===== src/cigsp_pkg.sv =====
// ----------------------------------------------------------------------------
// cigsp_pkg: shared types and constants for the cigar string parser
// Transaction structs, op codes, command codes and byte decoding.
// ----------------------------------------------------------------------------
`default_nettype none

package cigsp_pkg;

  // field widths of the transactions
  localparam int COUNT_W = 28;
  localparam int SUM_W   = 40;
  localparam int OP_W    = 4;

  // default depth of the command queue between front and back
  localparam int QUEUE_DEPTH_DEF = 2;

  // op codes
  localparam logic [OP_W-1:0] OP_D  = 4'd0;
  localparam logic [OP_W-1:0] OP_I  = 4'd1;
  localparam logic [OP_W-1:0] OP_H  = 4'd2;
  localparam logic [OP_W-1:0] OP_M  = 4'd3;
  localparam logic [OP_W-1:0] OP_N  = 4'd4;
  localparam logic [OP_W-1:0] OP_P  = 4'd5;
  localparam logic [OP_W-1:0] OP_S  = 4'd6;
  localparam logic [OP_W-1:0] OP_EQ = 4'd7;
  localparam logic [OP_W-1:0] OP_X  = 4'd8;

  // character codes
  localparam logic [7:0] CH_0     = 8'h30;
  localparam logic [7:0] CH_9     = 8'h39;
  localparam logic [7:0] CH_LOW_A = 8'h61;
  localparam logic [7:0] CH_LOW_Z = 8'h7a;
  localparam logic [7:0] CH_CASE  = 8'h20;
  localparam logic [7:0] CH_D     = 8'h44;
  localparam logic [7:0] CH_I     = 8'h49;
  localparam logic [7:0] CH_H     = 8'h48;
  localparam logic [7:0] CH_M     = 8'h4d;
  localparam logic [7:0] CH_N     = 8'h4e;
  localparam logic [7:0] CH_P     = 8'h50;
  localparam logic [7:0] CH_S     = 8'h53;
  localparam logic [7:0] CH_EQ    = 8'h3d;
  localparam logic [7:0] CH_X     = 8'h58;

  // input transaction
  typedef struct packed {
    logic [7:0] text_byte;
    logic       last_byte;
  } char_t;

  // output transaction
  typedef struct packed {
    logic [OP_W-1:0]          op_code;
    logic [COUNT_W-1:0]       run_count;
    logic                     count_saturated;
    logic signed [SUM_W-1:0]  extra_length;
    logic                     bad_op;
    logic [7:0]               offending_byte;
  } token_t;

  // command kinds handed from front to back
  typedef enum logic [1:0] {
    CMD_TOKEN,
    CMD_ERROR,
    CMD_CLEAR
  } cmd_kind_t;

  typedef struct packed {
    cmd_kind_t          kind;
    logic [OP_W-1:0]    op;
    logic [COUNT_W-1:0] count;
    logic               clamped;
    logic [7:0]         text_byte;
    logic               last;
  } cmd_t;

  typedef struct packed {
    logic            hit;
    logic [OP_W-1:0] code;
  } op_decode_t;

  // case-folded match of an op letter
  function automatic op_decode_t op_of(input logic [7:0] b);
    logic [7:0] u;
    op_decode_t r;
    u = b;
    if (b >= CH_LOW_A && b <= CH_LOW_Z) u = b - CH_CASE;
    r.hit  = 1'b1;
    r.code = OP_D;
    unique case (u)
      CH_D:    r.code = OP_D;
      CH_I:    r.code = OP_I;
      CH_H:    r.code = OP_H;
      CH_M:    r.code = OP_M;
      CH_N:    r.code = OP_N;
      CH_P:    r.code = OP_P;
      CH_S:    r.code = OP_S;
      CH_EQ:   r.code = OP_EQ;
      CH_X:    r.code = OP_X;
      default: r.hit  = 1'b0;
    endcase
    return r;
  endfunction

endpackage

`default_nettype wire


===== src/cigsp_fifo.sv =====
// ----------------------------------------------------------------------------
// cigsp_fifo: small command queue
// Register based first-word-fall-through queue, push and pop may happen in the same cycle.
// ----------------------------------------------------------------------------
`default_nettype none

module cigsp_fifo #(
  parameter int WIDTH = 8,
  parameter int DEPTH = 2
) (
  input  wire logic             clk,
  input  wire logic             rst,
  input  wire logic             push,
  input  wire logic [WIDTH-1:0] push_data,
  input  wire logic             pop,
  output logic [WIDTH-1:0]      pop_data,
  output logic                  full,
  output logic                  empty
);

  localparam int PTR_W = (DEPTH > 1) ? $clog2(DEPTH) : 1;
  localparam int CNT_W = $clog2(DEPTH + 1);

  logic [WIDTH-1:0] entries [DEPTH];
  logic [PTR_W-1:0] wr_ptr;
  logic [PTR_W-1:0] rd_ptr;
  logic [CNT_W-1:0] count;

  assign full     = (count == CNT_W'(DEPTH));
  assign empty    = (count == '0);
  assign pop_data = entries[rd_ptr];

  // storage
  always_ff @(posedge clk) begin
    if (push) entries[wr_ptr] <= push_data;
  end

  // pointers and fill count
  always_ff @(posedge clk) begin
    if (rst) begin
      wr_ptr <= '0;
      rd_ptr <= '0;
      count  <= '0;
    end else begin
      if (push) wr_ptr <= (wr_ptr == PTR_W'(DEPTH - 1)) ? '0 : wr_ptr + 1'b1;
      if (pop)  rd_ptr <= (rd_ptr == PTR_W'(DEPTH - 1)) ? '0 : rd_ptr + 1'b1;
      if (push && !pop)      count <= count + 1'b1;
      else if (pop && !push) count <= count - 1'b1;
    end
  end

  // queue discipline
  a_no_overflow: assert property (@(posedge clk) disable iff (rst) !(push && full))
    else $error("push into full queue");
  a_no_underflow: assert property (@(posedge clk) disable iff (rst) !(pop && empty))
    else $error("pop from empty queue");
  a_count_range: assert property (@(posedge clk) disable iff (rst)
    count <= CNT_W'(DEPTH))
    else $error("queue count beyond depth");

endmodule

`default_nettype wire


===== src/cigsp_front.sv =====
// ----------------------------------------------------------------------------
// cigsp_front: byte classifier and run-length counter
// Accumulates decimal digits, decodes op letters and issues commands.
// ----------------------------------------------------------------------------
`default_nettype none

module cigsp_front import cigsp_pkg::*; (
  input  wire logic  clk,
  input  wire logic  rst,
  input  wire logic  char_valid,
  output logic       char_stall,
  input  wire char_t char_data,
  input  wire logic  queue_full,
  output logic       cmd_push,
  output cmd_t       cmd
);

  localparam int WIDE_W = COUNT_W + 4;

  logic [COUNT_W-1:0] acc;
  logic [COUNT_W-1:0] acc_next;
  logic               clamped;
  logic               clamped_next;
  logic               halted;
  logic               accept;
  logic               is_digit;
  logic [WIDE_W-1:0]  wide;
  logic [3:0]         digit;
  op_decode_t         dec;

  assign char_stall = queue_full;
  assign accept     = char_valid && !char_stall;
  assign is_digit   = (char_data.text_byte >= CH_0) && (char_data.text_byte <= CH_9);
  assign dec        = op_of(char_data.text_byte);
  assign digit      = 4'(char_data.text_byte - CH_0);

  // times ten plus digit, clamped at the count range
  always_comb begin
    wide = ({4'd0, acc} << 3) + ({4'd0, acc} << 1) + WIDE_W'(digit);
    if (wide[WIDE_W-1:COUNT_W] != '0) begin
      acc_next     = '1;
      clamped_next = 1'b1;
    end else begin
      acc_next     = wide[COUNT_W-1:0];
      clamped_next = clamped;
    end
  end

  // command to the back end
  always_comb begin
    cmd.op        = dec.code;
    cmd.count     = acc;
    cmd.clamped   = clamped;
    cmd.text_byte = char_data.text_byte;
    cmd.last      = char_data.last_byte;
    if (halted || is_digit) cmd.kind = CMD_CLEAR;
    else if (dec.hit)       cmd.kind = CMD_TOKEN;
    else                    cmd.kind = CMD_ERROR;
    cmd_push = accept && (char_data.last_byte || (!halted && !is_digit));
  end

  // counter and halt flag
  always_ff @(posedge clk) begin
    if (rst) begin
      acc     <= '0;
      clamped <= 1'b0;
      halted  <= 1'b0;
    end else if (accept) begin
      if (char_data.last_byte) begin
        acc     <= '0;
        clamped <= 1'b0;
        halted  <= 1'b0;
      end else if (!halted) begin
        if (is_digit) begin
          acc     <= acc_next;
          clamped <= clamped_next;
        end else if (dec.hit) begin
          acc     <= '0;
          clamped <= 1'b0;
        end else begin
          halted  <= 1'b1;
        end
      end
    end
  end

  a_clamp_full: assert property (@(posedge clk) disable iff (rst) clamped |-> (acc == '1))
    else $error("clamped count not at its maximum");
  a_push_gated: assert property (@(posedge clk) disable iff (rst)
    cmd_push |-> (char_valid && !queue_full))
    else $error("command issued without an accepted transaction");
  a_halt_clears: assert property (@(posedge clk) disable iff (rst)
    (accept && char_data.last_byte) |=> (!halted && acc == '0))
    else $error("state not cleared after last byte");

endmodule

`default_nettype wire


===== src/cigsp_back.sv =====
// ----------------------------------------------------------------------------
// cigsp_back: extra length update and result register
// Applies saturating length updates and holds the outgoing transaction.
// ----------------------------------------------------------------------------
`default_nettype none

module cigsp_back import cigsp_pkg::*; (
  input  wire logic clk,
  input  wire logic rst,
  input  wire logic queue_empty,
  input  wire cmd_t cmd,
  output logic      cmd_pop,
  output logic      tok_valid,
  input  wire logic tok_stall,
  output token_t    tok_data
);

  localparam int EXT_W = ((SUM_W > COUNT_W) ? SUM_W : COUNT_W + 1) + 1;
  localparam logic signed [EXT_W-1:0] SUM_MAX_E =
    {{(EXT_W - SUM_W + 1){1'b0}}, {(SUM_W - 1){1'b1}}};
  localparam logic signed [EXT_W-1:0] SUM_MIN_E =
    {{(EXT_W - SUM_W + 1){1'b1}}, {(SUM_W - 1){1'b0}}};

  logic signed [SUM_W-1:0] sum;
  logic signed [SUM_W-1:0] sum_next;
  logic signed [EXT_W-1:0] sum_e;
  logic signed [EXT_W-1:0] cnt_e;
  logic signed [EXT_W-1:0] res_e;
  logic                    out_free;

  assign out_free = !tok_valid || !tok_stall;
  assign cmd_pop  = !queue_empty && (out_free || cmd.kind == CMD_CLEAR);

  // saturating update of the running extra length
  always_comb begin
    sum_e = {{(EXT_W - SUM_W){sum[SUM_W-1]}}, sum};
    cnt_e = {{(EXT_W - COUNT_W){1'b0}}, cmd.count};
    res_e = sum_e;
    if (cmd.op == OP_D || cmd.op == OP_N)      res_e = sum_e + cnt_e;
    else if (cmd.op == OP_I || cmd.op == OP_S) res_e = sum_e - cnt_e;
    if (res_e > SUM_MAX_E)      sum_next = SUM_MAX_E[SUM_W-1:0];
    else if (res_e < SUM_MIN_E) sum_next = SUM_MIN_E[SUM_W-1:0];
    else                        sum_next = res_e[SUM_W-1:0];
  end

  // running sum
  always_ff @(posedge clk) begin
    if (rst) begin
      sum <= '0;
    end else if (cmd_pop) begin
      if (cmd.last)                 sum <= '0;
      else if (cmd.kind == CMD_TOKEN) sum <= sum_next;
    end
  end

  // result valid
  always_ff @(posedge clk) begin
    if (rst) begin
      tok_valid <= 1'b0;
    end else if (out_free) begin
      tok_valid <= cmd_pop && (cmd.kind != CMD_CLEAR);
    end
  end

  // result payload
  always_ff @(posedge clk) begin
    if (cmd_pop && out_free) begin
      if (cmd.kind == CMD_ERROR) begin
        tok_data.op_code         <= OP_D;
        tok_data.run_count       <= '0;
        tok_data.count_saturated <= 1'b0;
        tok_data.extra_length    <= sum;
        tok_data.bad_op          <= 1'b1;
        tok_data.offending_byte  <= cmd.text_byte;
      end else begin
        tok_data.op_code         <= cmd.op;
        tok_data.run_count       <= cmd.count;
        tok_data.count_saturated <= cmd.clamped;
        tok_data.extra_length    <= sum_next;
        tok_data.bad_op          <= 1'b0;
        tok_data.offending_byte  <= 8'd0;
      end
    end
  end

  a_error_fields: assert property (@(posedge clk) disable iff (rst)
    (tok_valid && tok_data.bad_op) |-> (tok_data.op_code == OP_D &&
      tok_data.run_count == '0 && !tok_data.count_saturated))
    else $error("error transaction carries token fields");
  a_clear_last: assert property (@(posedge clk) disable iff (rst)
    (cmd_pop && cmd.kind == CMD_CLEAR) |-> cmd.last)
    else $error("clear command without last byte");
  a_hold_stalled: assert property (@(posedge clk) disable iff (rst)
    (cmd_pop && cmd.kind != CMD_CLEAR) |-> out_free)
    else $error("result popped while output register busy");

endmodule

`default_nettype wire


===== src/cigar_string_parser.sv =====
// Path: the command for an accepted byte is written into the command queue,
//   and the back end registers its result transaction in the output
//   register, from which it is offered.
// Throughput: one byte per cycle; the front stalls only when the queue is
//   full, which for QUEUE_DEPTH >= 2 happens only while the output stalls.
// Reset: synchronous rst clears the counter, running sum, queue and result valid flag.
// ----------------------------------------------------------------------------
// cigar_string_parser: streaming CIGAR text decoder
// Front end counts digits and decodes ops, back end tracks extra length.
// ----------------------------------------------------------------------------
`default_nettype none

module cigar_string_parser import cigsp_pkg::*; #(
  parameter int QUEUE_DEPTH = QUEUE_DEPTH_DEF
) (
  input  wire logic  clk,
  input  wire logic  rst,
  input  wire logic  char_valid,
  output logic       char_stall,
  input  wire char_t char_data,
  output logic       tok_valid,
  input  wire logic  tok_stall,
  output token_t     tok_data
);

  logic cmd_push;
  logic cmd_pop;
  logic queue_full;
  logic queue_empty;
  cmd_t cmd_in;
  cmd_t cmd_out;

  // byte classification
  cigsp_front u_front (
    .clk        (clk),
    .rst        (rst),
    .char_valid (char_valid),
    .char_stall (char_stall),
    .char_data  (char_data),
    .queue_full (queue_full),
    .cmd_push   (cmd_push),
    .cmd        (cmd_in)
  );

  // command queue
  cigsp_fifo #(
    .WIDTH ($bits(cmd_t)),
    .DEPTH (QUEUE_DEPTH)
  ) u_queue (
    .clk       (clk),
    .rst       (rst),
    .push      (cmd_push),
    .push_data (cmd_in),
    .pop       (cmd_pop),
    .pop_data  (cmd_out),
    .full      (queue_full),
    .empty     (queue_empty)
  );

  // length update and output
  cigsp_back u_back (
    .clk         (clk),
    .rst         (rst),
    .queue_empty (queue_empty),
    .cmd         (cmd_out),
    .cmd_pop     (cmd_pop),
    .tok_valid   (tok_valid),
    .tok_stall   (tok_stall),
    .tok_data    (tok_data)
  );

endmodule

`default_nettype wire

===== config.mk =====
export PLATFORM = sky130hd
export DESIGN_NAME = cigar_string_parser
export DESIGN_NICKNAME = d
export VERILOG_FILES = /design/src/cigsp_pkg.sv /design/src/cigsp_fifo.sv /design/src/cigsp_front.sv /design/src/cigsp_back.sv /design/src/cigar_string_parser.sv
export SDC_FILE = /design/constraint.sdc
export NUM_CORES = 1
export LEC_CHECK = 0
export ABC_AREA = 1
export BUFFER_PORTS_ARGS = -buffer_cell sky130_fd_sc_hd__buf_4
export CAP_MARGIN = 15
export CORE_MARGIN = 2
export CORE_UTILIZATION = 33
export CTS_CLUSTER_SIZE = 8
export DETAILED_ROUTE_END_ITERATION = 10
export PLACE_DENSITY = 0.48
export RECOVER_POWER = 50
export SETUP_SLACK_MARGIN = 0.05
export SLEW_MARGIN = 30
export SYNTH_ARGS = -nofsm -noshare
export SYNTH_HDL_FRONTEND = slang
export SYNTH_SLANG_ARGS = --single-unit

===== constraint.sdc =====
create_clock -name clk -period 6.76 [get_ports clk]
set_input_delay 0.338 -clock clk [delete_from_list [all_inputs] [get_ports clk]]
set_output_delay 0.338 -clock clk [all_outputs]
set_load 0.01 [all_outputs]

==> metrics <==
vias in the first global route 15500; sequential share of the synthesized area 38.3%; Setup crit end kind flip-flop; layout cells sized above 1 7.20%; classification of the worst setup path reg -> reg; top cells by area, synth edfxtp_1 30%, nand2_1 15%, dfxtp_1 8.8%; crit path buf inv count 2; delay of the slowest critical-path stage 0.89 ns; Critical Path AT 5.60 ns; highest clock rate 0.191 GHz; Yosys top cell area share 29.5%; Synth Area per Inst 7.27 um^2; Clock Skew 0.0394 ns; synthesized net count 2509; power density cells 467 nW/um^2; Worst Hold Path Cells 2; Filler cells 5621; most used cell, CP nand2_1; Placement Cell Area 18600 um^2; Initial Utilization 33.6%; clk sinks 246; Final Critical Period 5.23 ns; TritonCTS Buffers 37; Total GRT Usage 21.6%; Ant. Diodes 0; GR met3 Demand/Resource 3.17%; Die X 233 um; worst vdd ir 0.207 mV; gr busiest metal met2; delay-heaviest family, CP simple AND/OR/NAND/NOR gates; failing checks max-capacitance violations, max-slew violations; First-pass DRT Iterations 5; Hold Buf Count CTS 4; routing usage on met2 34.7%; Post-route DRC 0; post_cts resized 0; clock-pin slew on the worst setup and hold paths 0.05 ns; row cnt 83; Levels on crit path 19; Post-synth EDFFs 170; pin count of the biggest net entering global routing 66; Required @ worst endpoint 7.13 ns; initial antenna violation count 0; slew at the pin with the worst max-slew slack 3.16 ns; CTS H-tree depth 2; Setup-failing EPs final 0; #FFs+latches synth 246; Synth-to-Final Area Change 12.4%; Post-DP HPWL 44600 um; GP Congestion 0.972; LEAKAGE 9.01 nW; routed length per instance 18.5 um; final setup margin 1.53 ns; Synth Cell Area 17300 um^2; CTS tree built; largest area contributor in the netlist edfxtp_1; Layout Nets 2588; Post-Place Setup Slack 1.89 ns; met1 usage 29.7%; TNS Setup 0 ns; FFs w/ async S/R, synth 0%; clk_lat worst skew 0.56 ns; Tcrit/Tclk final 77.4%; antenna-violating nets left 0; CP Cell Sequence inv_1, or2_2, o21ai_0, ha_1, nand2_1, nor2_1, nand2_1, nor2_1, nand2_1, nand3_1, nand2_1, nand3_1, nand2_1, o21ai_2, nand2_2, buf_4, nand2_4, nand2_1, o21ai_1; nature of the critical path startpoint flip-flop; Via density 4.99; run status finished, violations left; Port-buffer cells 96; worst reg2reg path depth 19; Main synth FF type edfxtp_1; slowest CP cell inv_1; initial drt markers 1169; Min-Delay Path Class in -> reg; final hold violation count 0; # IOs 97; core area 51500 um^2; fin area 19400 um^2; synth warn 0; max-slew violation count 76; vias 15800; first-pass GRT wire length 89700 um; Die H 233 um; Max FO, Critical Path 42; Synth Instances 2378; Max-Cap Viols 2; routed wire length 58400 um; Distinct cells, synth 51; RSZ-0062 raised after global routing false; total die area 54200 um^2; setup bufs post-CTS 0; Slew HR -111%; Clock Path Buffers 3; Root Buffer clkbuf_16; remaining global-route overflow 0
-- final timing paths --
check,slack [ns],endpoint,from
setup reg to reg,1.53,u_back.tok_data[39],flip-flop
setup / recovery,1.53,u_back.tok_data[39],flip-flop
hold reg to reg,0.45,u_queue.entries[1][9],u_front.clamped
hold / removal,0.06,u_front.acc[10],rst
-- metal layers --
layer	wire length, um	part of all wire [%]	up-vias
li1	-	-	7965
met1	27600	47	7402
met2	26400	45	355
met3	2820	4.8	82
met4	1600	2.7	0
met5	0	0	-
-- synth_stat cells, types with 3 or more instances --
cell type and count:
a21o_1 8, a21oi_1 150, a21oi_2 12, a31oi_1 5, and3_1 4, buf_1 5
buf_2 23, buf_4 10, buf_6 4, clkbuf_1 35, clkinv_1 3, dfxtp_1 76
edfxtp_1 170, fa_1 4, ha_1 114, inv_1 273, inv_2 12, nand2_1 681
nand2_2 21, nand2_4 12, nand3_1 214, nand3_2 4, nand3b_1 3, nand4_1 20
nor2_1 237, nor2_2 8, nor2_4 3, nor3_1 15, nor4_1 4, o211ai_1 13
o21a_1 3, o21ai_0 99, o21ai_1 34, o21bai_1 13, o221ai_1 5, or2_2 37
xnor2_1 5, xor2_1 24
-- power breakdown --
part           switching [mW]  leakage [nW]  total, mW  internal [mW]
Sequential              0.233          2.28       2.48           2.25
Clock                   0.709         0.541       1.78           1.07
Combinational            3.50          6.19       4.81           1.31
-- through the flow --
| step | cells | util, % | hold slack, ns | power, mW |
|---|---|---|---|---|
| after floorplan | 2378 | - | 0.426 | 5.76 |
| after global placement | 3094 | 36.1 | 0.433 | 7.48 |
| after detailed placement | 3094 | 36.1 | 0.440 | 7.49 |
| after CTS | 3165 | 38.4 | 0.00584 | 9.34 |
| after global routing | 3165 | 37.7 | 0.0498 | 9.79 |
| final | 3165 | 37.7 | 0.0624 | 9.07 |
-- layout by cell type, fill, tap and decap left out, types with 12 or more instances in the layout --
cell,n
nand2_2,22
nand4_1,20
nand3_1,214
nor2_1,236
o21bai_1,13
clkbuf_16,37
inv_1,273
xor2_1,24
o211ai_1,13
nor3_1,15
o21ai_1,34
clkbuf_1,118
a21oi_1,150
ha_1,114
edfxtp_1,170
or2_2,37
buf_4,19
nand2_1,680
a21oi_2,12
dfxtp_1,76
o21ai_0,99
nand2_4,12
-- flip-flops by register name, summed over array words and instances (netlist names), named ones only --
signal / flops
u_front.clamped: 1
u_back.tok_data: 82
u_queue.count: 2
u_back.sum: 40
u_queue.wr_ptr: 1
u_queue.rd_ptr: 1
u_queue.entries: 88
u_front.acc: 28
u_front.halted: 1
u_back.tok_valid: 1
-- logic make-up after synthesis --
| group | count (synthesis) | synth area share [%] |
|---|---|---|
| and+or+nand+nor | 1266 | 31.5 |
| AOI/OAI and AO/OA | 352 | 11.3 |
| buffers and inverters | 366 | 8.60 |
| DFF | 246 | 38.3 |
| muxes | 1 | 0.0579 |
| adders and majority gates | 118 | 8.72 |
| xor gates and xnor gates | 29 | 1.47 |
-- layout make-up --
class	instances	area (um^2)	area share, %
clock buffers	63	1050	5.42
clock inverters	4	85.1	0.438
inverters	288	1080	5.58
multi-input cells	1766	9180	47.3
flip-flops and latches	246	6630	34.1
well taps	680	851	4.38
repair buffers	118	539	2.78
Note: power is estimated with default switching activity, not from simulation.
